[src/rtl/atrp_pkg.sv]
// ----------------------------------------------------------------------------
// atrp_pkg
// Shared types, character codes and search patterns of the response parser.
// ----------------------------------------------------------------------------
package atrp_pkg;

    localparam int LINE_DEPTH_DEF = 64;

    // Characters that open, end or shape a line
    localparam logic [7:0] CH_PLUS  = 8'h2B;
    localparam logic [7:0] CH_MINUS = 8'h2D;
    localparam logic [7:0] CH_COMMA = 8'h2C;
    localparam logic [7:0] CH_COLON = 8'h3A;
    localparam logic [7:0] CH_LF    = 8'h0A;
    localparam logic [7:0] CH_SPACE = 8'h20;
    localparam logic [7:0] CH_GT    = 8'h3E;
    localparam logic [7:0] CH_UP_O  = 8'h4F;
    localparam logic [7:0] CH_UP_E  = 8'h45;
    localparam logic [7:0] CH_UP_S  = 8'h53;
    localparam logic [7:0] CH_UP_R  = 8'h52;
    localparam logic [7:0] CH_LO_M  = 8'h6D;
    localparam logic [7:0] CH_LO_N  = 8'h6E;
    localparam logic [7:0] CH_ZERO  = 8'h30;
    localparam logic [7:0] CH_NINE  = 8'h39;
    localparam logic [7:0] CH_NUL   = 8'h00;

    // Event codes
    localparam logic [2:0] EV_OK          = 3'd0;
    localparam logic [2:0] EV_ERROR       = 3'd1;
    localparam logic [2:0] EV_SEND_OK     = 3'd2;
    localparam logic [2:0] EV_MODULE_OK   = 3'd3;
    localparam logic [2:0] EV_NO_IP       = 3'd4;
    localparam logic [2:0] EV_SEND_PROMPT = 3'd5;

    // Result kinds
    localparam logic RK_PAYLOAD = 1'b0;
    localparam logic RK_EVENT   = 1'b1;

    // Search patterns, right aligned
    localparam logic [71:0] STR_OK        = "OK";
    localparam logic [71:0] STR_ERROR     = "ERROR";
    localparam logic [71:0] STR_SEND_OK   = "SEND OK";
    localparam logic [71:0] STR_MODULE_OK = "module ok";
    localparam logic [71:0] STR_NO_IP     = "no ip";
    localparam logic [71:0] STR_IPD       = "+IPD,";
    localparam int          IPD_HEAD_LEN  = 5;

    typedef enum logic [1:0] {
        PH_HUNT,
        PH_TERM,
        PH_DATA
    } phase_t;

    typedef enum logic [2:0] {
        PAT_NONE,
        PAT_OK,
        PAT_ERROR,
        PAT_SEND_OK,
        PAT_MODULE_OK,
        PAT_NO_IP,
        PAT_IPD
    } pat_sel_t;

    typedef enum logic [1:0] {
        NUM_WS,
        NUM_SIGN,
        NUM_DIG,
        NUM_DONE
    } num_st_t;

    // Controller to datapath
    typedef struct packed {
        logic       line_start;  // head byte: open a new line
        logic       line_byte;   // byte inside a line
        logic       pay_load;    // start a payload frame
        logic       pay_step;    // pass one payload byte
        logic       ev_emit;     // load an event result
        logic [2:0] ev_code;
    } atrp_cmd_t;

    // Datapath to controller
    typedef struct packed {
        logic       hit_now;     // pattern seen, current byte included
        logic       line_evt;    // line pattern yields an event
        logic [2:0] line_code;
        logic       ipd_ok;      // frame length is positive
        logic       pay_last;    // current payload byte ends the frame
    } atrp_stat_t;

    function automatic logic [7:0] str_at(logic [71:0] s, logic [3:0] n, logic [3:0] i);
        int k;
        logic [7:0] c;
        c = CH_NUL;
        k = 8 * (int'(n) - 1 - int'(i));
        if (i < n)
        begin
            c = s[k +: 8];
        end
        return c;
    endfunction

    function automatic logic [3:0] pat_len(pat_sel_t sel);
        logic [3:0] n;
        unique case (sel)
            PAT_OK:        n = 4'd2;
            PAT_ERROR:     n = 4'd5;
            PAT_SEND_OK:   n = 4'd7;
            PAT_MODULE_OK: n = 4'd9;
            PAT_NO_IP:     n = 4'd5;
            PAT_IPD:       n = 4'd5;
            default:       n = 4'd0;
        endcase
        return n;
    endfunction

    function automatic logic [7:0] pat_char(pat_sel_t sel, logic [3:0] i);
        logic [7:0] c;
        unique case (sel)
            PAT_OK:        c = str_at(STR_OK, pat_len(sel), i);
            PAT_ERROR:     c = str_at(STR_ERROR, pat_len(sel), i);
            PAT_SEND_OK:   c = str_at(STR_SEND_OK, pat_len(sel), i);
            PAT_MODULE_OK: c = str_at(STR_MODULE_OK, pat_len(sel), i);
            PAT_NO_IP:     c = str_at(STR_NO_IP, pat_len(sel), i);
            PAT_IPD:       c = str_at(STR_IPD, pat_len(sel), i);
            default:       c = CH_NUL;
        endcase
        return c;
    endfunction

endpackage

[src/rtl/atrp_ctrl.sv]
// ----------------------------------------------------------------------------
// atrp_ctrl
// Parse phase state machine: picks terminators and issues datapath commands.
// ----------------------------------------------------------------------------
module atrp_ctrl
(
    input  logic                 clk,
    input  logic                 rst_n,
    input  logic                 accept,
    input  logic [7:0]           rx_byte,
    input  atrp_pkg::atrp_stat_t stat,
    output atrp_pkg::atrp_cmd_t  cmd
);
    import atrp_pkg::*;

    phase_t     phase_reg, phase_next;
    logic [7:0] term_reg, term_next;
    logic       is_head;
    logic       at_term;

    always_comb
    begin
        is_head = (rx_byte == CH_PLUS) || (rx_byte == CH_UP_O) || (rx_byte == CH_UP_E)
               || (rx_byte == CH_UP_S) || (rx_byte == CH_LO_M) || (rx_byte == CH_LO_N)
               || (rx_byte == CH_UP_R) || (rx_byte == CH_GT);
        at_term = (rx_byte == term_reg);
    end

    always_ff @(posedge clk or negedge rst_n)
    begin
        if (!rst_n)
        begin
            phase_reg <= PH_HUNT;
            term_reg  <= CH_NUL;
        end
        else
        begin
            phase_reg <= phase_next;
            term_reg  <= term_next;
        end
    end

    // Next state
    always_comb
    begin
        phase_next = phase_reg;
        term_next  = term_reg;
        if (accept)
        begin
            unique case (phase_reg)
                PH_TERM:
                begin
                    if (at_term)
                    begin
                        priority if (term_reg == CH_COMMA)
                        begin
                            term_next = stat.hit_now ? CH_COLON : CH_LF;
                        end
                        else if (term_reg == CH_COLON && stat.ipd_ok)
                        begin
                            phase_next = PH_DATA;
                            term_next  = CH_NUL;
                        end
                        else
                        begin
                            phase_next = PH_HUNT;
                            term_next  = CH_NUL;
                        end
                    end
                end
                PH_DATA:
                begin
                    if (stat.pay_last)
                    begin
                        phase_next = PH_HUNT;
                    end
                end
                default:
                begin
                    if (is_head)
                    begin
                        phase_next = PH_TERM;
                        priority if (rx_byte == CH_PLUS)
                        begin
                            term_next = CH_COMMA;
                        end
                        else if (rx_byte == CH_GT)
                        begin
                            term_next = CH_SPACE;
                        end
                        else
                        begin
                            term_next = CH_LF;
                        end
                    end
                    else
                    begin
                        phase_next = PH_HUNT;
                    end
                end
            endcase
        end
    end

    // Commands
    always_comb
    begin
        cmd = '0;
        if (accept)
        begin
            unique case (phase_reg)
                PH_TERM:
                begin
                    cmd.line_byte = 1'b1;
                    if (at_term)
                    begin
                        priority if (term_reg == CH_COLON)
                        begin
                            cmd.pay_load = stat.ipd_ok;
                        end
                        else if (term_reg == CH_LF)
                        begin
                            cmd.ev_emit = stat.hit_now && stat.line_evt;
                            cmd.ev_code = stat.line_code;
                        end
                        else if (term_reg == CH_SPACE)
                        begin
                            cmd.ev_emit = 1'b1;
                            cmd.ev_code = EV_SEND_PROMPT;
                        end
                        else
                        begin
                            cmd.ev_emit = 1'b0;
                        end
                    end
                end
                PH_DATA:
                begin
                    cmd.pay_step = 1'b1;
                end
                default:
                begin
                    cmd.line_start = is_head;
                end
            endcase
        end
    end

endmodule

[src/rtl/atrp_dp.sv]
// ----------------------------------------------------------------------------
// atrp_dp
// Line datapath: fill count, pattern matcher, length parser, payload counter
// and the result register.
// ----------------------------------------------------------------------------
module atrp_dp
#(
    parameter int LINE_DEPTH = atrp_pkg::LINE_DEPTH_DEF
)
(
    input  logic                 clk,
    input  logic                 rst_n,
    input  logic [7:0]           rx_byte,
    input  atrp_pkg::atrp_cmd_t  cmd,
    output atrp_pkg::atrp_stat_t stat,
    output logic                 result_kind,
    output logic [7:0]           payload_byte,
    output logic                 payload_last,
    output logic [2:0]           event_code
);
    import atrp_pkg::*;

    localparam int LEN_W = $clog2(LINE_DEPTH + 1);

    logic [LEN_W-1:0] len_reg, len_next;
    pat_sel_t         sel_reg, sel_next;
    logic [3:0]       mpos_reg, mpos_next;
    logic             found_reg, found_next;
    logic             pref_reg, pref_next;
    num_st_t          num_reg, num_next;
    logic             neg_reg, neg_next;
    logic             dig_reg, dig_next;
    logic [15:0]      mag_reg, mag_next;
    logic [15:0]      rem_reg, rem_next;

    logic             stored;
    logic             is_digit;
    logic             is_ws;
    logic [19:0]      acc;
    logic [15:0]      acc_sat;
    logic             adv;

    always_comb
    begin
        stored   = (len_reg < LEN_W'(LINE_DEPTH));
        is_digit = (rx_byte >= CH_ZERO) && (rx_byte <= CH_NINE);
        is_ws    = (rx_byte == CH_SPACE) || ((rx_byte >= 8'd9) && (rx_byte <= 8'd13));
        acc      = {mag_reg, 3'b000} + {3'b000, mag_reg, 1'b0} + {12'd0, rx_byte - CH_ZERO};
        acc_sat  = (acc > 20'd65535) ? 16'hFFFF : acc[15:0];
        adv      = (sel_reg != PAT_NONE) && (rx_byte == pat_char(sel_reg, mpos_reg));
    end

    // Status
    always_comb
    begin
        stat.hit_now   = found_reg
                      || (stored && adv && ((mpos_reg + 4'd1) == pat_len(sel_reg)));
        stat.line_evt  = (sel_reg != PAT_NONE) && (sel_reg != PAT_IPD);
        unique case (sel_reg)
            PAT_ERROR:     stat.line_code = EV_ERROR;
            PAT_SEND_OK:   stat.line_code = EV_SEND_OK;
            PAT_MODULE_OK: stat.line_code = EV_MODULE_OK;
            PAT_NO_IP:     stat.line_code = EV_NO_IP;
            default:       stat.line_code = EV_OK;
        endcase
        stat.ipd_ok    = pref_reg && dig_reg && !neg_reg && (mag_reg != 16'd0);
        stat.pay_last  = (rem_reg == 16'd1);
    end

    always_comb
    begin
        len_next   = len_reg;
        sel_next   = sel_reg;
        mpos_next  = mpos_reg;
        found_next = found_reg;
        pref_next  = pref_reg;
        num_next   = num_reg;
        neg_next   = neg_reg;
        dig_next   = dig_reg;
        mag_next   = mag_reg;
        rem_next   = rem_reg;

        if (cmd.line_start)
        begin
            // The head byte is always the first character of its pattern
            unique case (rx_byte)
                CH_PLUS: sel_next = PAT_IPD;
                CH_UP_O: sel_next = PAT_OK;
                CH_UP_E: sel_next = PAT_ERROR;
                CH_UP_S: sel_next = PAT_SEND_OK;
                CH_LO_M: sel_next = PAT_MODULE_OK;
                CH_LO_N: sel_next = PAT_NO_IP;
                default: sel_next = PAT_NONE;
            endcase
            len_next   = LEN_W'(1);
            mpos_next  = (sel_next == PAT_NONE) ? 4'd0 : 4'd1;
            found_next = 1'b0;
            pref_next  = (rx_byte == CH_PLUS);
            num_next   = NUM_WS;
            neg_next   = 1'b0;
            dig_next   = 1'b0;
            mag_next   = 16'd0;
        end
        else if (cmd.line_byte && stored)
        begin
            len_next = len_reg + LEN_W'(1);
            // Matcher: no pattern repeats its first character
            if (!found_reg)
            begin
                if (adv)
                begin
                    mpos_next  = mpos_reg + 4'd1;
                    found_next = (mpos_next == pat_len(sel_reg));
                end
                else
                begin
                    mpos_next = ((sel_reg != PAT_NONE) && (rx_byte == pat_char(sel_reg, 4'd0)))
                              ? 4'd1 : 4'd0;
                end
            end
            if (len_reg < LEN_W'(IPD_HEAD_LEN))
            begin
                pref_next = pref_reg && (rx_byte == pat_char(PAT_IPD, len_reg[3:0]));
            end
            else if (pref_reg)
            begin
                unique case (num_reg)
                    NUM_WS:
                    begin
                        priority if (is_ws)
                        begin
                            num_next = NUM_WS;
                        end
                        else if ((rx_byte == CH_PLUS) || (rx_byte == CH_MINUS))
                        begin
                            neg_next = (rx_byte == CH_MINUS);
                            num_next = NUM_SIGN;
                        end
                        else if (is_digit)
                        begin
                            mag_next = acc_sat;
                            dig_next = 1'b1;
                            num_next = NUM_DIG;
                        end
                        else
                        begin
                            num_next = NUM_DONE;
                        end
                    end
                    NUM_SIGN, NUM_DIG:
                    begin
                        if (is_digit)
                        begin
                            mag_next = acc_sat;
                            dig_next = 1'b1;
                            num_next = NUM_DIG;
                        end
                        else
                        begin
                            num_next = NUM_DONE;
                        end
                    end
                    default:
                    begin
                        num_next = NUM_DONE;
                    end
                endcase
            end
        end

        if (cmd.pay_load)
        begin
            rem_next = mag_reg;
        end
        else if (cmd.pay_step)
        begin
            rem_next = rem_reg - 16'd1;
        end
    end

    always_ff @(posedge clk or negedge rst_n)
    begin
        if (!rst_n)
        begin
            len_reg   <= '0;
            sel_reg   <= PAT_NONE;
            mpos_reg  <= 4'd0;
            found_reg <= 1'b0;
            pref_reg  <= 1'b0;
            num_reg   <= NUM_DONE;
            neg_reg   <= 1'b0;
            dig_reg   <= 1'b0;
            mag_reg   <= 16'd0;
            rem_reg   <= 16'd0;
        end
        else
        begin
            len_reg   <= len_next;
            sel_reg   <= sel_next;
            mpos_reg  <= mpos_next;
            found_reg <= found_next;
            pref_reg  <= pref_next;
            num_reg   <= num_next;
            neg_reg   <= neg_next;
            dig_reg   <= dig_next;
            mag_reg   <= mag_next;
            rem_reg   <= rem_next;
        end
    end

    // Result register
    always_ff @(posedge clk)
    begin
        if (cmd.ev_emit)
        begin
            result_kind  <= RK_EVENT;
            payload_byte <= 8'd0;
            payload_last <= 1'b0;
            event_code   <= cmd.ev_code;
        end
        else if (cmd.pay_step)
        begin
            result_kind  <= RK_PAYLOAD;
            payload_byte <= rx_byte;
            payload_last <= stat.pay_last;
            event_code   <= EV_OK;
        end
    end

endmodule

[src/rtl/at_response_line_parser_core.sv]
// ----------------------------------------------------------------------------
// at_response_line_parser_core
// Modem response parser: spots response lines and passes IPD payload through.
// ----------------------------------------------------------------------------
// Output: a result is registered and appears on the master side in the cycle
//   after the byte that causes it is taken.
// Throughput: one byte per cycle while the result register drains; every
//   byte is parsed in a single step of the line datapath, no memory sweep.
// Reset: rst_n clears the phase, terminator, counters and the result valid;
//   the block takes bytes as soon as reset is released.
module at_response_line_parser_core
#(
    parameter int LINE_DEPTH = atrp_pkg::LINE_DEPTH_DEF
)
(
    input  logic        clk,
    input  logic        rst_n,
    input  logic        s_tvalid,
    output logic        s_tready,
    input  logic [7:0]  s_tdata,   // [7:0] rx_byte
    output logic        m_tvalid,
    input  logic        m_tready,
    output logic [15:0] m_tdata,   // [7:0] payload_byte, [10:8] event_code, rest zero
    output logic        m_tlast,   // payload_last
    output logic        m_tuser    // result_kind
);
    import atrp_pkg::*;

    atrp_cmd_t  cmd;
    atrp_stat_t stat;
    logic       s_accept;
    logic       emit;
    logic       out_valid_reg, out_valid_next;
    logic       result_kind;
    logic [7:0] payload_byte;
    logic       payload_last;
    logic [2:0] event_code;

    // Take a byte whenever the result register is free or being drained
    assign s_tready = !out_valid_reg || m_tready;
    assign s_accept = s_tvalid && s_tready;
    assign emit     = cmd.ev_emit || cmd.pay_step;

    atrp_ctrl u_ctrl
    (
        .clk     (clk),
        .rst_n   (rst_n),
        .accept  (s_accept),
        .rx_byte (s_tdata),
        .stat    (stat),
        .cmd     (cmd)
    );

    atrp_dp #(
        .LINE_DEPTH (LINE_DEPTH)
    ) u_dp
    (
        .clk          (clk),
        .rst_n        (rst_n),
        .rx_byte      (s_tdata),
        .cmd          (cmd),
        .stat         (stat),
        .result_kind  (result_kind),
        .payload_byte (payload_byte),
        .payload_last (payload_last),
        .event_code   (event_code)
    );

    // Hold the result until the sink takes it
    always_comb
    begin
        priority if (emit)
        begin
            out_valid_next = 1'b1;
        end
        else if (m_tready)
        begin
            out_valid_next = 1'b0;
        end
        else
        begin
            out_valid_next = out_valid_reg;
        end
    end

    always_ff @(posedge clk or negedge rst_n)
    begin
        if (!rst_n)
        begin
            out_valid_reg <= 1'b0;
        end
        else
        begin
            out_valid_reg <= out_valid_next;
        end
    end

    assign m_tvalid = out_valid_reg;
    assign m_tdata  = {5'd0, event_code, payload_byte};
    assign m_tlast  = payload_last;
    assign m_tuser  = result_kind;

`ifndef SYNTHESIS
    // One result kind per byte
    assert property (@(posedge clk) disable iff (!rst_n)
        !(cmd.ev_emit && cmd.pay_step))
        else $error("event and payload loaded together");

    // Commands only for a taken byte
    assert property (@(posedge clk) disable iff (!rst_n)
        (cmd.line_start || cmd.line_byte || cmd.pay_step || cmd.ev_emit) |-> s_accept)
        else $error("command without an accepted byte");

    // Stall only behind a pending result
    assert property (@(posedge clk) disable iff (!rst_n)
        !s_tready |-> m_tvalid)
        else $error("input stalled with empty result register");

    // A new result lands in the register
    assert property (@(posedge clk) disable iff (!rst_n)
        emit |=> m_tvalid)
        else $error("loaded result not presented");

    // Frame end marks only payload bytes
    assert property (@(posedge clk) disable iff (!rst_n)
        (m_tvalid && m_tlast) |-> (m_tuser == RK_PAYLOAD))
        else $error("last flag on an event result");
`endif

endmodule
[config.mk]
export PLATFORM = sky130hd
export DESIGN_NAME = at_response_line_parser_core
export DESIGN_NICKNAME = d
export VERILOG_FILES = /design/src/rtl/atrp_pkg.sv /design/src/rtl/atrp_ctrl.sv /design/src/rtl/atrp_dp.sv /design/src/rtl/at_response_line_parser_core.sv
export SDC_FILE = /design/constraint.sdc
export NUM_CORES = 1
export LEC_CHECK = 0
export BUFFER_PORTS_ARGS = -buffer_cell sky130_fd_sc_hd__buf_4
export CAP_MARGIN = 15
export CORE_MARGIN = 2
export CORE_UTILIZATION = 68
export CTS_CLUSTER_DIAMETER = 150
export DETAILED_ROUTE_END_ITERATION = 12
export PLACE_DENSITY_LB_ADDON = 0.3
export RECOVER_POWER = 50
export SYNTH_ARGS = -nofsm -noshare
export SYNTH_HDL_FRONTEND = slang
export SYNTH_SLANG_ARGS = --single-unit
[constraint.sdc]
create_clock -name clk -period 5.95 [get_ports clk]
set_clock_uncertainty 0.05 [all_clocks]
set_input_delay 1.19 -clock clk [delete_from_list [all_inputs] [get_ports clk]]
set_output_delay 1.19 -clock clk [all_outputs]
set_load 0.005 [all_outputs]
Word level (Yosys, flattened, before mapping)
Index checks and enable logic that the tools add are counted.
Storage, ports and cells
  register bits: 76
  bits in latches: 0
  memory bits (writable): 0
  memory bits (read-only): 0
  input bits: 12
  output and inout bits: 20
  memories kept: 0
Cells by class
  add/sub/neg operators: 26
  multipliers: 0
  divide/modulo/power cells: 0
  magnitude comparators: 20
  equality and inequality tests: 40
  shift-type cells: 13
  multiplexer cells: 141
  bitwise gates (word level): 1
  reduce and logical (&&, ||, !) cells: 53
Operators with widths (count)
  $shiftx A72 B32 Y8 const A: 13
  $sub A29 B5 Y29: 7
  $mux W8: 25
  $mux W4: 45
  $mux W16: 10
  $pmux W8 S6: 2
  $sub A4 B1 Y5 const B: 13
  $eq A8 B6 Y1 const B: 7
  $eq A8 B7 Y1 const B: 6
  $eq A8 B8 Y1: 4
  $mux W1: 32
  $pmux W16 S2: 1
  $lt A4 B4 Y1: 7
  $lt A1 B4 Y1 const A: 6
  $mux W2: 11
  $add A19 B17 Y20: 1
  $add A20 B8 Y20: 1
  $gt A20 B16 Y1 const B: 1
  $pmux W3 S6: 1
  $reduce_bool A2 Y1: 9
  $eq A16 B1 Y1 const B: 1
  $pmux W4 S4: 1
  $pmux W8 S2: 1
  $reduce_bool A16 Y1: 1
  other kinds (39): 88

Longest topological paths before layout
Gate-level depths: netlist (run 1).
  depth in word-level cells: 36
  mapped depth: 17

Hierarchy
Synthesis (run 1) repeated with hierarchy kept, for this count alone.
Unflattened totals
  cell total of the unflattened synthesis: 844
  area total of the unflattened synthesis: 6846.6 um^2
By module, submodules not included
  atrp_dp: times used 1, cells each 749, area each 6053.3 um^2
  atrp_ctrl: times used 1, cells each 84, area each 696.9 um^2
  at_response_line_parser_core: times used 1, cells each 11, area each 96.3 um^2

Worst setup path before layout (run 1)
OpenSTA, ideal clock, no wires.
  kind: input to register
  from: input s_tdata[6]
  to: register u_dp.mag_reg[10]
  arrival: 4.495 ns
  path slack: 1.279 ns
  stages: 17
  cell sequence: buf_2 > buf_1 > a21oi_1 > xnor2_1 > fa_1 > inv_1 > ha_1 > and3_1 > a21oi_1 > a31oi_1 > a311o_1 > nand3_1 > mux2i_1 > a21oi_1 > nor2_1 > buf_2 > a21oi_1
Between the ends
  cells in the longest elaborated chain, start to end: 12
  elaborated cells between the ends (all ways): 46
  classes of those cells: 2 x add/sub; 5 x order compare; 13 x eq/ne; 11 x mux; 15 x reduce/logical
RTL lines
  from (decl): line at_response_line_parser_core.sv:20  | input logic [7:0] s_tdata,
  $sub A8 B6 Y8 (tied with other cells): line atrp_dp.sv:48  | acc = {mag_reg, 3'b000} + {3'b000, mag_reg, 1'b0} + {12'd0, rx_byte - CH_ZERO};
  $add A20 B8 Y20 or $logic_or A1 B1 Y1 (tied branches): line atrp_dp.sv:48, atrp_ctrl.sv:23
  $gt A20 B16 Y1 or $logic_or A1 B1 Y1 (tied branches): line atrp_dp.sv:49, atrp_ctrl.sv:23
  $mux W16 or $logic_or A1 B1 Y1 (tied branches): line atrp_dp.sv:49, atrp_ctrl.sv:24
  $mux W16 or $logic_or A1 B1 Y1 (tied branches): line atrp_dp.sv:139, atrp_dp.sv:152, atrp_ctrl.sv:24
  $mux W16 or $logic_or A1 B1 Y1 (tied branches): line atrp_dp.sv:134, atrp_ctrl.sv:24
  $mux W16 or $logic_or A1 B1 Y1 (tied branches): line atrp_dp.sv:130, atrp_ctrl.sv:25
  $pmux W16 S2 or $logic_or A1 B1 Y1 (tied branches): line atrp_dp.sv:127, atrp_ctrl.sv:25
  $mux W16 or $mux W1 (tied branches): line atrp_dp.sv:125, atrp_ctrl.sv:111
  $mux W16 or $mux W8 (tied branches): line atrp_dp.sv:121, atrp_ctrl.sv:109
  $mux W16 (tied with other cells): line atrp_dp.sv:104  | else if (cmd.line_byte && stored)
  $mux W16 or $reduce_and A6 Y1 (tied branches)
  to (signal assigned): line atrp_dp.sv:206  | mag_reg <= mag_next;
  to (decl): line atrp_dp.sv:33  | logic [15:0] mag_reg, mag_next;
Several ways; a longest one is shown, not always the timed one. The select of a mux whose other input is x is not followed.
A chain may end at the register's enable or synchronous reset.

Final worst setup path (run 1)
  from: input s_tdata[4]
  to: register u_dp.mag_reg[6]
The elaborated chain is that of the path after synthesis.

==> out/metrics.yaml, run 1 <==
drt:
  routedWlPerCell_um: 18.1
  drt_first_pass_iters: 6
  dr_total_vias: 6436
  final_antenna_net_count: 0
  detail_route.wirelength_um: 17400
  drt_iter0_markers: 661
  route.detailed.vias_per_inst: 6.69
  drc: 0
synthesis:
  synth.yosys.seq_area_share: 0.271
  ys_types: 87
  postSynthRegisterBits: 73
  number_of_flops_mapped_to_enable_cells_by_yosys: 3
  synthesis.instances: 828
  synth.yosys.warnings: 0
  netlist_area_pre_place_um2: 6620
  postSynth.topFlopCell: "sky130_fd_sc_hd__dfrtp_1"
  synthArstFlopShare: 0.822
  synth.area.top_cells: "sky130_fd_sc_hd__dfrtp_1 22%, sky130_fd_sc_hd__ha_1 9.1%, sky130_fd_sc_hd__a21oi_1 5.9%, sky130_fd_sc_hd__xnor2_1 4.2%, sky130_fd_sc_hd__nand2_1 4.2%"
  synth_top_area_frac: 0.219
  mean_instance_size_in_the_synthesized_netlist_um2: 7.99
  synth.largest_area_cell: "sky130_fd_sc_hd__dfrtp_1"
worst_setup_path:
  rr_endpoint: "u_dp.event_code[1]"
  worst_setup_path_start_kind: "primary input"
  crit_chain: "buf_4, ha_1, xor2_1, fa_1, inv_1, ha_1, and3_1, a21oi_1, a31oi_1, a311o_1, nand3_1, mux2i_1, a21oi_1, nor2_1, a21oi_1"
  timing.rr.start: "u_dp.mpos_reg[2]"
  setup.worst_path.start: "s_tdata[4]"
  cpPeakStageDelay_ns: 0.80
  rr_worst_depth: 12
  critical_path.endpoint: "u_dp.mag_reg[6]"
  path_common_cell: "sky130_fd_sc_hd__a21oi_1"
  critPathRequiredTime_ns: 6.10
  critPathArrivalTime_ns: 5.15
  worstSetupPathType: "in -> reg"
  maximum_net_fanout_on_the_critical_path: 13
  crit_path_top_delay_cell: "sky130_fd_sc_hd__nor2_1"
  end_kind: "register"
  rrSetupSlack_ns: 1.37
floorplan:
  coreArea_um2: 9590
  die_y_um: 103
  fp.dieArea_um2: 10500
  io_pins: 32
  std_cell_rows: 36
  floorplan.die.width_um: 103
  initial_utilization: 0.690
clock_network:
  clkLatencyLatePin_ns: 0.36
  cts_htree_levels: 3
  post_cts_resized: 0
  number_of_buffers_inserted_by_post_cts_setup_repair: 0
  cts_tree: "done"
  holdBufCountCts: 0
  clock_tree.buffer_depth: 2
  cts-root-buf: "sky130_fd_sc_hd__clkbuf_8"
  clock_buffer_count_from_cts: 9
  path_clk_slew_ns: 0.09
  cts_num_sinks: 73
global_routing:
  grt_antenna_before_repair: 0
  largest_net_degree_at_the_start_of_global_routing: 61
  via_count_of_the_first_global_routing_pass: 5868
  global_route.usage.total: 0.344
  grt_pass1_wl_um: 28600
  grt-ovfl-total: 0
power:
  p_total_uw: 1840
  power.density_nw_per_um2: 264
  power_leakage_uw: 0.00299
  ir_worst_vdd_mv: 0.220
final_layout:
  top_library_cells_by_usage_in_the_layout_fill_and_taps_aside: "78 x sky130_fd_sc_hd__a21oi_1, 74 x sky130_fd_sc_hd__nand2_1, 65 x sky130_fd_sc_hd__nor2_1"
  syn_to_final_growth_pct: 5.37
  fin_nets: 890
  layout.cells.most_common: "sky130_fd_sc_hd__a21oi_1"
  diodes_inserted: 0
  share_of_final_layout_standard_cells_stronger_than_drive_strength_1: 0.0869
  nFillCells: 765
sta:
  fmax_mhz: 200
  final.min_clock_period_ns: 5.00
  grt_setup_unrepaired: "no"
  tightest_slew_ns: 3.36
  worst_slew_margin_rel: -1.24
  setup_tns_ns: 0
  timing.final.crit_share: 0.840
  slew_viol_final: 61
  setup_viol: 0
  finalHoldViolations: 0
placement:
  io_buffers: 26
  place.gp.congestion: 1.01
  detailedPlacementHpwl_um: 12800
run_status:
  result_of_the_run: "finished, violations left"
  violations: "max-capacitance violations, max-slew violations"
job:
  maxCapViolations: 1
hold_path:
  hold_path_class: "reg -> reg"
power breakdown:
part	internal, uW	total, uW	leakage (uW)	switching (uW)
registers	541	648	0.000921	107
clock network	158	375	0.0000884	217
logic	318	816	0.00198	498
total	1020	1840	0.00299	821
synth_stat cells (5+ instances only):
library cell,n
sky130_fd_sc_hd__inv_1,43
sky130_fd_sc_hd__clkbuf_1,30
sky130_fd_sc_hd__nand3b_1,5
sky130_fd_sc_hd__o21ai_0,47
sky130_fd_sc_hd__nor3_1,24
sky130_fd_sc_hd__a31oi_1,12
sky130_fd_sc_hd__buf_4,5
sky130_fd_sc_hd__o31ai_1,6
sky130_fd_sc_hd__dfrtp_1,58
sky130_fd_sc_hd__a21o_1,11
sky130_fd_sc_hd__nand3_1,33
sky130_fd_sc_hd__o211ai_1,8
sky130_fd_sc_hd__ha_1,48
sky130_fd_sc_hd__a211oi_1,10
sky130_fd_sc_hd__xor2_1,18
sky130_fd_sc_hd__o21ai_1,5
sky130_fd_sc_hd__nand4_1,14
sky130_fd_sc_hd__nor2b_1,13
sky130_fd_sc_hd__nand2b_1,16
sky130_fd_sc_hd__nor4_1,15
sky130_fd_sc_hd__a21oi_1,78
sky130_fd_sc_hd__xnor2_1,32
sky130_fd_sc_hd__nor2_1,65
sky130_fd_sc_hd__or3_1,6
sky130_fd_sc_hd__a221oi_1,5
sky130_fd_sc_hd__o2111ai_1,5
sky130_fd_sc_hd__nand2_1,74
sky130_fd_sc_hd__nor3b_1,5
sky130_fd_sc_hd__dfxtp_1,10
sky130_fd_sc_hd__and3_1,8
sky130_fd_sc_hd__buf_2,10
sky130_fd_sc_hd__or4_1,8
sky130_fd_sc_hd__fa_1,6
sky130_fd_sc_hd__buf_1,5
per-stage QoR:
stage	hold WS [ns]	utilization	cells	setup WS (ns)	instance area [um^2]
floorplan	0.401	-	832	1.28	6630
global placement	0.387	0.709	946	0.908	6800
detailed placement	0.399	0.709	946	0.637	6800
CTS	0.410	0.728	962	1.02	6990
global route	0.431	0.727	962	0.725	6970
finish	0.406	0.727	962	0.951	6970
per-layer routing:
layer | vias to the layer above | GRT usage | wire length, um
li1 | 2986 | - | -
met1 | 3042 | 0.506 | 7700
met2 | 356 | 0.516 | 7560
met3 | 52 | 0.0569 | 1660
met4 | 0 | 0.117 | 466
met5 | - | 0 | 0
worst min-delay path by stage:
| stage | end | slack, ns | cells past startpoint | startpoint |
|---|---|---|---|---|
| 2_1_floorplan | u_dp.result_kind | 0.40 | 1 | u_dp.result_kind |
| 3_3_place_gp | u_dp.result_kind | 0.39 | 1 | u_dp.result_kind |
| 5_1_grt | u_dp.payload_byte[5] | 0.43 | 2 | u_dp.payload_byte[5] |
| 4_1_cts | u_dp.payload_byte[0] | 0.41 | 2 | u_dp.payload_byte[0] |
| 3_5_place_dp | u_dp.payload_byte[0] | 0.40 | 2 | u_dp.payload_byte[0] |
| 6_report | u_dp.payload_byte[0] | 0.41 | 2 | u_dp.payload_byte[0] |
area by class of cell:
cell class / count / area (um^2) / share of cell area
Multi-Input combinational cell: 661 / 4410 / 0.633
Sequential cell: 73 / 1790 / 0.257
Timing Repair Buffer: 35 / 248 / 0.0355
Tap cell: 133 / 166 / 0.0239
Inverter: 44 / 165 / 0.0237
Clock buffer: 9 / 124 / 0.0178
Clock inverter: 7 / 61.3 / 0.00879
worst max-delay path, delay by kind of cell:
family | cells | cell delay [ns]
AOI/OAI and AO/OA | 5 | 1.07
xor gates and xnor gates | 1 | 0.17
adders and majority gates | 3 | 1.14
and+or+nand+nor | 3 | 1.15
buffers and inverters | 2 | 0.22
muxes | 1 | 0.19
kinds of logic after synthesis:
group           Yosys count  synth area share
flops                    73             0.271
xor+xnor                 52            0.0711
mux                       6           0.00945
simple gates            312             0.244
buf+inv                  98            0.0649
fa+ha+maj                54             0.109
other cells               1          0.000567
compound gates          232             0.230
Note: power is estimated with default switching activity, not from simulation.
==> inputs of run 2 (changes only) <==
ABC_AREA = 1   (was not set)
CORE_UTILIZATION = 63   (was 68)
clock period = 4.8 ns   (was 5.95 ns; I/O delays follow)
==> out/metrics.yaml, run 2 <==
run_status:
  result_of_the_run: "finished, violations left"
  violations: "max-capacitance violations, max-slew violations"
worst_setup_path:
  rrSetupSlack_ns: 1.05
  maximum_net_fanout_on_the_critical_path: 16
  worst_setup_path_start_kind: "primary input"
  critPathArrivalTime_ns: 4.33
  critPathRequiredTime_ns: 4.98
  rr_endpoint: "u_dp.event_code[0]"
  worstSetupPathType: "in -> reg"
  rr_worst_depth: 19
  end_kind: "register"
  critical_path.endpoint: "u_dp.mag_reg[6]"
  timing.rr.start: "u_dp.mpos_reg[0]"
  setup.worst_path.start: "s_tdata[5]"
global_routing:
  grt-ovfl-total: 0
  global_route.usage.total: 0.305
  top_usage_layer: "met1"
  grt_pass1_wl_um: 27600
  via_count_of_the_first_global_routing_pass: 5693
  global_route_met3_utilization: 0.0570
  grtUsageMet2: 0.446
  largest_net_degree_at_the_start_of_global_routing: 61
  grt_antenna_before_repair: 0
  gr-usage-met1: 0.469
final_layout:
  fin_nets: 1046
  diodes_inserted: 0
  post-route-util: 0.682
  layout.cells.most_common: "sky130_fd_sc_hd__nand2_1"
  top_library_cells_by_usage_in_the_layout_fill_and_taps_aside: "244 x sky130_fd_sc_hd__nand2_1, 119 x sky130_fd_sc_hd__inv_1, 95 x sky130_fd_sc_hd__nor2_1"
  syn_to_final_growth_pct: 5.57
  share_of_final_layout_standard_cells_stronger_than_drive_strength_1: 0.0812
floorplan:
  io_pins: 32
  die_y_um: 106
  initial_utilization: 0.646
  coreArea_um2: 10200
  floorplan.die.width_um: 106
  std_cell_rows: 37
  fp.dieArea_um2: 11300
clock_network:
  cts_tree: "done"
  clock_tree.buffer_depth: 2
  holdBufCountCts: 0
  clock_buffer_count_from_cts: 9
  number_of_buffers_inserted_by_post_cts_setup_repair: 0
  path_clk_slew_ns: 0.08
  clkLatencyLatePin_ns: 0.37
  cts_htree_levels: 3
  cts_num_sinks: 73
  cts-root-buf: "sky130_fd_sc_hd__clkbuf_8"
  post_cts_resized: 0
drt:
  routedWlPerCell_um: 15.0
  dr_total_vias: 6448
  drt_first_pass_iters: 7
  drc: 0
  final_antenna_net_count: 0
  detail_route.wirelength_um: 16900
  drt_iter0_markers: 683
  route.detailed.vias_per_inst: 5.75
hold_path:
  hold_path_class: "reg -> reg"
  min_delay_path_depth: 2
synthesis:
  postSynth.topFlopCell: "sky130_fd_sc_hd__dfrtp_1"
  synth_top_area_frac: 0.220
  synthMostInstantiatedCell: "sky130_fd_sc_hd__nand2_1"
  mean_instance_size_in_the_synthesized_netlist_um2: 6.85
  synth_commonest_cells: "244 x sky130_fd_sc_hd__nand2_1, 119 x sky130_fd_sc_hd__inv_1, 95 x sky130_fd_sc_hd__nor2_1, 77 x sky130_fd_sc_hd__nand3_1, 58 x sky130_fd_sc_hd__dfrtp_1"
  ys_types: 57
  synth.area.top_cells: "sky130_fd_sc_hd__dfrtp_1 22%, sky130_fd_sc_hd__nand2_1 14%, sky130_fd_sc_hd__ha_1 9.1%, sky130_fd_sc_hd__inv_1 6.8%, sky130_fd_sc_hd__nand3_1 5.8%"
  synth_adder_area_share: 0.109
  synth.yosys.warnings: 0
  synth.largest_area_cell: "sky130_fd_sc_hd__dfrtp_1"
  synthXorXnorAreaFrac: 0.0598
  synth_mux_area_frac: 0
  synthesis.instances: 964
  synth.yosys.seq_area_share: 0.272
  combinational_family_with_the_most_area_after_synthesis: "simple AND/OR/NAND/NOR gates"
  postSynthRegisterBits: 73
  number_of_flops_mapped_to_enable_cells_by_yosys: 3
  netlist_area_pre_place_um2: 6610
  synth-simple-area-share: 0.331
  synthArstFlopShare: 0.822
  synth_compound_area_frac: 0.122
power:
  power.density_nw_per_um2: 324
  power_leakage_uw: 0.00359
  ir_worst_vdd_mv: 0.195
placement:
  place.gp.congestion: 0.988
  post-place-ws_ns: 0.326
  detailedPlacementHpwl_um: 12800
  io_buffers: 26
sta:
  finalHoldViolations: 0
  worst_hold_slack_ns: 0.418
  grt_setup_unrepaired: "no"
  worst_slew_margin_rel: -1.16
  timing.final.crit_share: 0.866
  tightest_slew_ns: 3.24
  fmax_mhz: 241
  final.min_clock_period_ns: 4.16
  final.setup.worst_slack_ns: 0.644
  setup_viol: 0
  slew_viol_final: 61
  setup_tns_ns: 0
job:
  maxCapViolations: 1
==> run 2: cell type report <==
class	count	area (um^2)
flip-flops and latches	73	1790
inverters	133	503
multi-input cells	734	4130
well taps	136	170
clock buffers	10	128
fillers	911	3260
repair buffers	29	210
clock inverters	6	42.5
==> run 2: worst min-delay path by stage <==
stage	from	endpoint	slack [ns]
3_3_place_gp	u_dp.result_kind	u_dp.result_kind	0.39
3_5_place_dp	u_dp.result_kind	u_dp.result_kind	0.41
4_1_cts	u_dp.result_kind	u_dp.result_kind	0.42
2_1_floorplan	u_dp.result_kind	u_dp.result_kind	0.40
6_report	u_dp.result_kind	u_dp.result_kind	0.42
5_1_grt	u_dp.result_kind	u_dp.result_kind	0.43
==> run 2: logic make-up after synthesis <==
family | Yosys count
AO/OA/AOI/OAI | 138
XOR/XNOR | 43
other | 1
buffers and inverters | 161
AND/OR/NAND/NOR | 494
adder cells (fa/ha/maj) | 54
flip-flops | 73
==> run 2: stage by stage <==
step           std cells  power (uW)  instance area (um^2)
2_1_floorplan        968        1610                  6620
3_3_place_gp        1105        1800                  6810
3_5_place_dp        1105        1810                  6810
4_1_cts             1121        2250                  6980
5_1_grt             1121        2440                  6980
6_report            1121        2260                  6980
==> run 2: per-layer routing <==
metal  wire (um)  vias up
met2        7140      269
met3        1500       12
li1            -     3191
met1        8100     2976
met5           0        -
met4         123        0
==> run 2: power by group <==
part           switching [uW]  total [uW]  internal [uW]
Clock                     249         437            188
Combinational             684        1060            372
Sequential               86.8         771            684
==> run 2: worst max-delay path, stage by stage <==
cell	delay (ns)
sky130_fd_sc_hd__buf_4	0.16
sky130_fd_sc_hd__inv_1	0.16
sky130_fd_sc_hd__ha_1	0.31
sky130_fd_sc_hd__inv_1	0.05
sky130_fd_sc_hd__fa_1	0.49
sky130_fd_sc_hd__inv_1	0.05
sky130_fd_sc_hd__ha_1	0.35
sky130_fd_sc_hd__a21o_1	0.18
sky130_fd_sc_hd__a31oi_1	0.27
sky130_fd_sc_hd__o21ai_1	0.17
sky130_fd_sc_hd__a21boi_2	0.18
sky130_fd_sc_hd__o21ai_1	0.12
sky130_fd_sc_hd__nand2_1	0.11
sky130_fd_sc_hd__nand3_1	0.12
sky130_fd_sc_hd__a21oi_4	0.39
sky130_fd_sc_hd__nand3_1	0.11
sky130_fd_sc_hd__nand2_1	0.07
sky130_fd_sc_hd__o21ai_0	0.08
==> inputs of run 3 (changes only) <==
ABC_AREA = not set   (was 1)
RECOVER_POWER = not set   (was 50)
==> out/metrics.yaml, run 3 (synthesis results as in run 1) <==
clock_network:
  cts_htree_levels: 3
  number_of_buffers_inserted_by_post_cts_setup_repair: 0
  cts_num_sinks: 73
  clock_buffer_count_from_cts: 9
  holdBufCountCts: 0
  path_clk_slew_ns: 0.09
  clkLatencyLatePin_ns: 0.37
  clock_tree.buffer_depth: 2
  cts-root-buf: "sky130_fd_sc_hd__clkbuf_8"
  post_cts_resized: 0
  cts_tree: "done"
worst_setup_path:
  path_buf_inv: 1
  critPathArrivalTime_ns: 4.31
  critPathRequiredTime_ns: 4.81
  rrSetupSlack_ns: 0.50
  cpPeakStageDelay_ns: 0.62
  end_kind: "register"
  worst_path_dominant_cell_family: "compound AO/OA/AOI/OAI gates"
  crit_path_top_delay_cell: "sky130_fd_sc_hd__ha_1"
  worst_setup_path_start_kind: "register"
  worstSetupPathType: "reg -> reg"
  maximum_net_fanout_on_the_critical_path: 16
  crit_chain: "inv_1, ha_1, nand2b_1, a21oi_1, nand4_1, a31oi_1, o221ai_1, a2111oi_4, a41o_1, nand2_2, nand3_1"
final_layout:
  share_of_final_layout_standard_cells_stronger_than_drive_strength_1: 0.100
  syn_to_final_growth_pct: 6.60
  diodes_inserted: 0
  layout.cells.most_common: "sky130_fd_sc_hd__a21oi_1"
  post-route-util: 0.686
  top_library_cells_by_usage_in_the_layout_fill_and_taps_aside: "78 x sky130_fd_sc_hd__a21oi_1, 74 x sky130_fd_sc_hd__nand2_1, 65 x sky130_fd_sc_hd__nor2_1"
  fin_nets: 898
sta:
  finalHoldViolations: 0
  grt_setup_unrepaired: "no"
  fmax_mhz: 233
  setup_viol: 0
  final.min_clock_period_ns: 4.30
  tightest_slew_ns: 0.791
  setup_tns_ns: 0
  slew_viol_final: 0
  worst_slew_margin_rel: 0.473
  timing.final.crit_share: 0.896
global_routing:
  global_route_met3_utilization: 0.0478
  top_usage_layer: "met2"
  grt_pass1_wl_um: 30400
  grtUsageMet2: 0.513
  global_route.usage.total: 0.333
  largest_net_degree_at_the_start_of_global_routing: 61
  gr-usage-met1: 0.483
  via_count_of_the_first_global_routing_pass: 6132
  grt-ovfl-total: 0
  grt_antenna_before_repair: 0
floorplan:
  coreArea_um2: 10300
  floorplan.die.width_um: 106
  io_pins: 32
  fp.dieArea_um2: 11300
  std_cell_rows: 37
  initial_utilization: 0.644
  die_y_um: 106
run_status:
  result_of_the_run: "finished clean"
placement:
  io_buffers: 26
  detailedPlacementHpwl_um: 13200
  place.gp.congestion: 0.978
drt:
  drc: 0
  final_antenna_net_count: 0
  routedWlPerCell_um: 18.6
  drt_iter0_markers: 764
  detail_route.wirelength_um: 18100
  route.detailed.vias_per_inst: 6.62
  drt_first_pass_iters: 6
  dr_total_vias: 6440
hold_path:
  hold_path_class: "reg -> reg"
job:
  maxCapViolations: 0
power:
  power.density_nw_per_um2: 330
  power_leakage_uw: 0.00306
  ir_worst_vdd_mv: 0.311
[run 3: changes by cell type in the layout (fill, tap and decap cells not counted), moves of 13 or more]
cell | before | now
sky130_fd_sc_hd__a21oi_1 | 39 | 78
sky130_fd_sc_hd__buf_4 | 13 | 43
sky130_fd_sc_hd__clkbuf_4 | 14 | 0
sky130_fd_sc_hd__inv_1 | 119 | 43
sky130_fd_sc_hd__nand2_1 | 244 | 74
sky130_fd_sc_hd__nand2b_1 | 0 | 16
sky130_fd_sc_hd__nand3_1 | 77 | 33
sky130_fd_sc_hd__nor2_1 | 95 | 65
sky130_fd_sc_hd__nor2b_1 | 0 | 13
sky130_fd_sc_hd__xnor2_1 | 12 | 32
[run 3: power by group]
part	total, uW	internal (uW)	switching, uW
combinational	1080	405	670
clock	485	198	287
sequential	766	672	94.9
total	2330	1280	1050
[run 3: layout make-up]
class / instances / area [um^2]
clock buffer: 9 / 124
clock inverter: 7 / 63.8
fill: 868 / 3220
inverter: 44 / 165
multi-input combinational: 661 / 4410
sequential: 73 / 1790
tap: 136 / 170
timing repair buffer: 43 / 323
[run 3: routing by layer]
metal	vias to the layer above	part of all wire
met1	3036	0.44
met2	351	0.44
met4	0	0.022
li1	3009	-
met5	-	0
met3	44	0.098
[run 3: metrics by stage]
stage	instance area, um^2	std cells	total power (uW)	setup WS (ns)	hold slack, ns
2_1_floorplan	6630	832	1620	0.359	0.401
3_3_place_gp	6870	957	1780	0.433	0.389
5_1_grt	7050	973	2470	0.257	0.444
6_report	7050	973	2330	0.501	0.414
4_1_cts	7050	973	2300	0.600	0.421
3_5_place_dp	6870	957	1820	0.292	0.409
[run 3: worst paths after layout]
path	cells after the start	start	to
worst min-delay path	2	u_dp.payload_byte[5]	u_dp.payload_byte[5]
worst min register to register	2	u_dp.payload_byte[5]	u_dp.payload_byte[5]
max in group asynchronous	1	rst_n	u_ctrl.term_reg[5]
min in group asynchronous	1	rst_n	u_dp.rem_reg[11]
worst max register to register	11	u_dp.mpos_reg[0]	u_dp.event_code[0]
worst max-delay path	11	u_dp.mpos_reg[0]	u_dp.event_code[0]
[run 3: worst register-to-register path: cells and delay by family, from the launching register on]
kind / cells / cell delay [ns]
AOI/OAI and AO/OA: 5 / 1.85
adders and majority gates: 1 / 0.62
buffers and inverters: 1 / 0.23
DFF: 1 / 0.39
and+or+nand+nor: 4 / 0.85
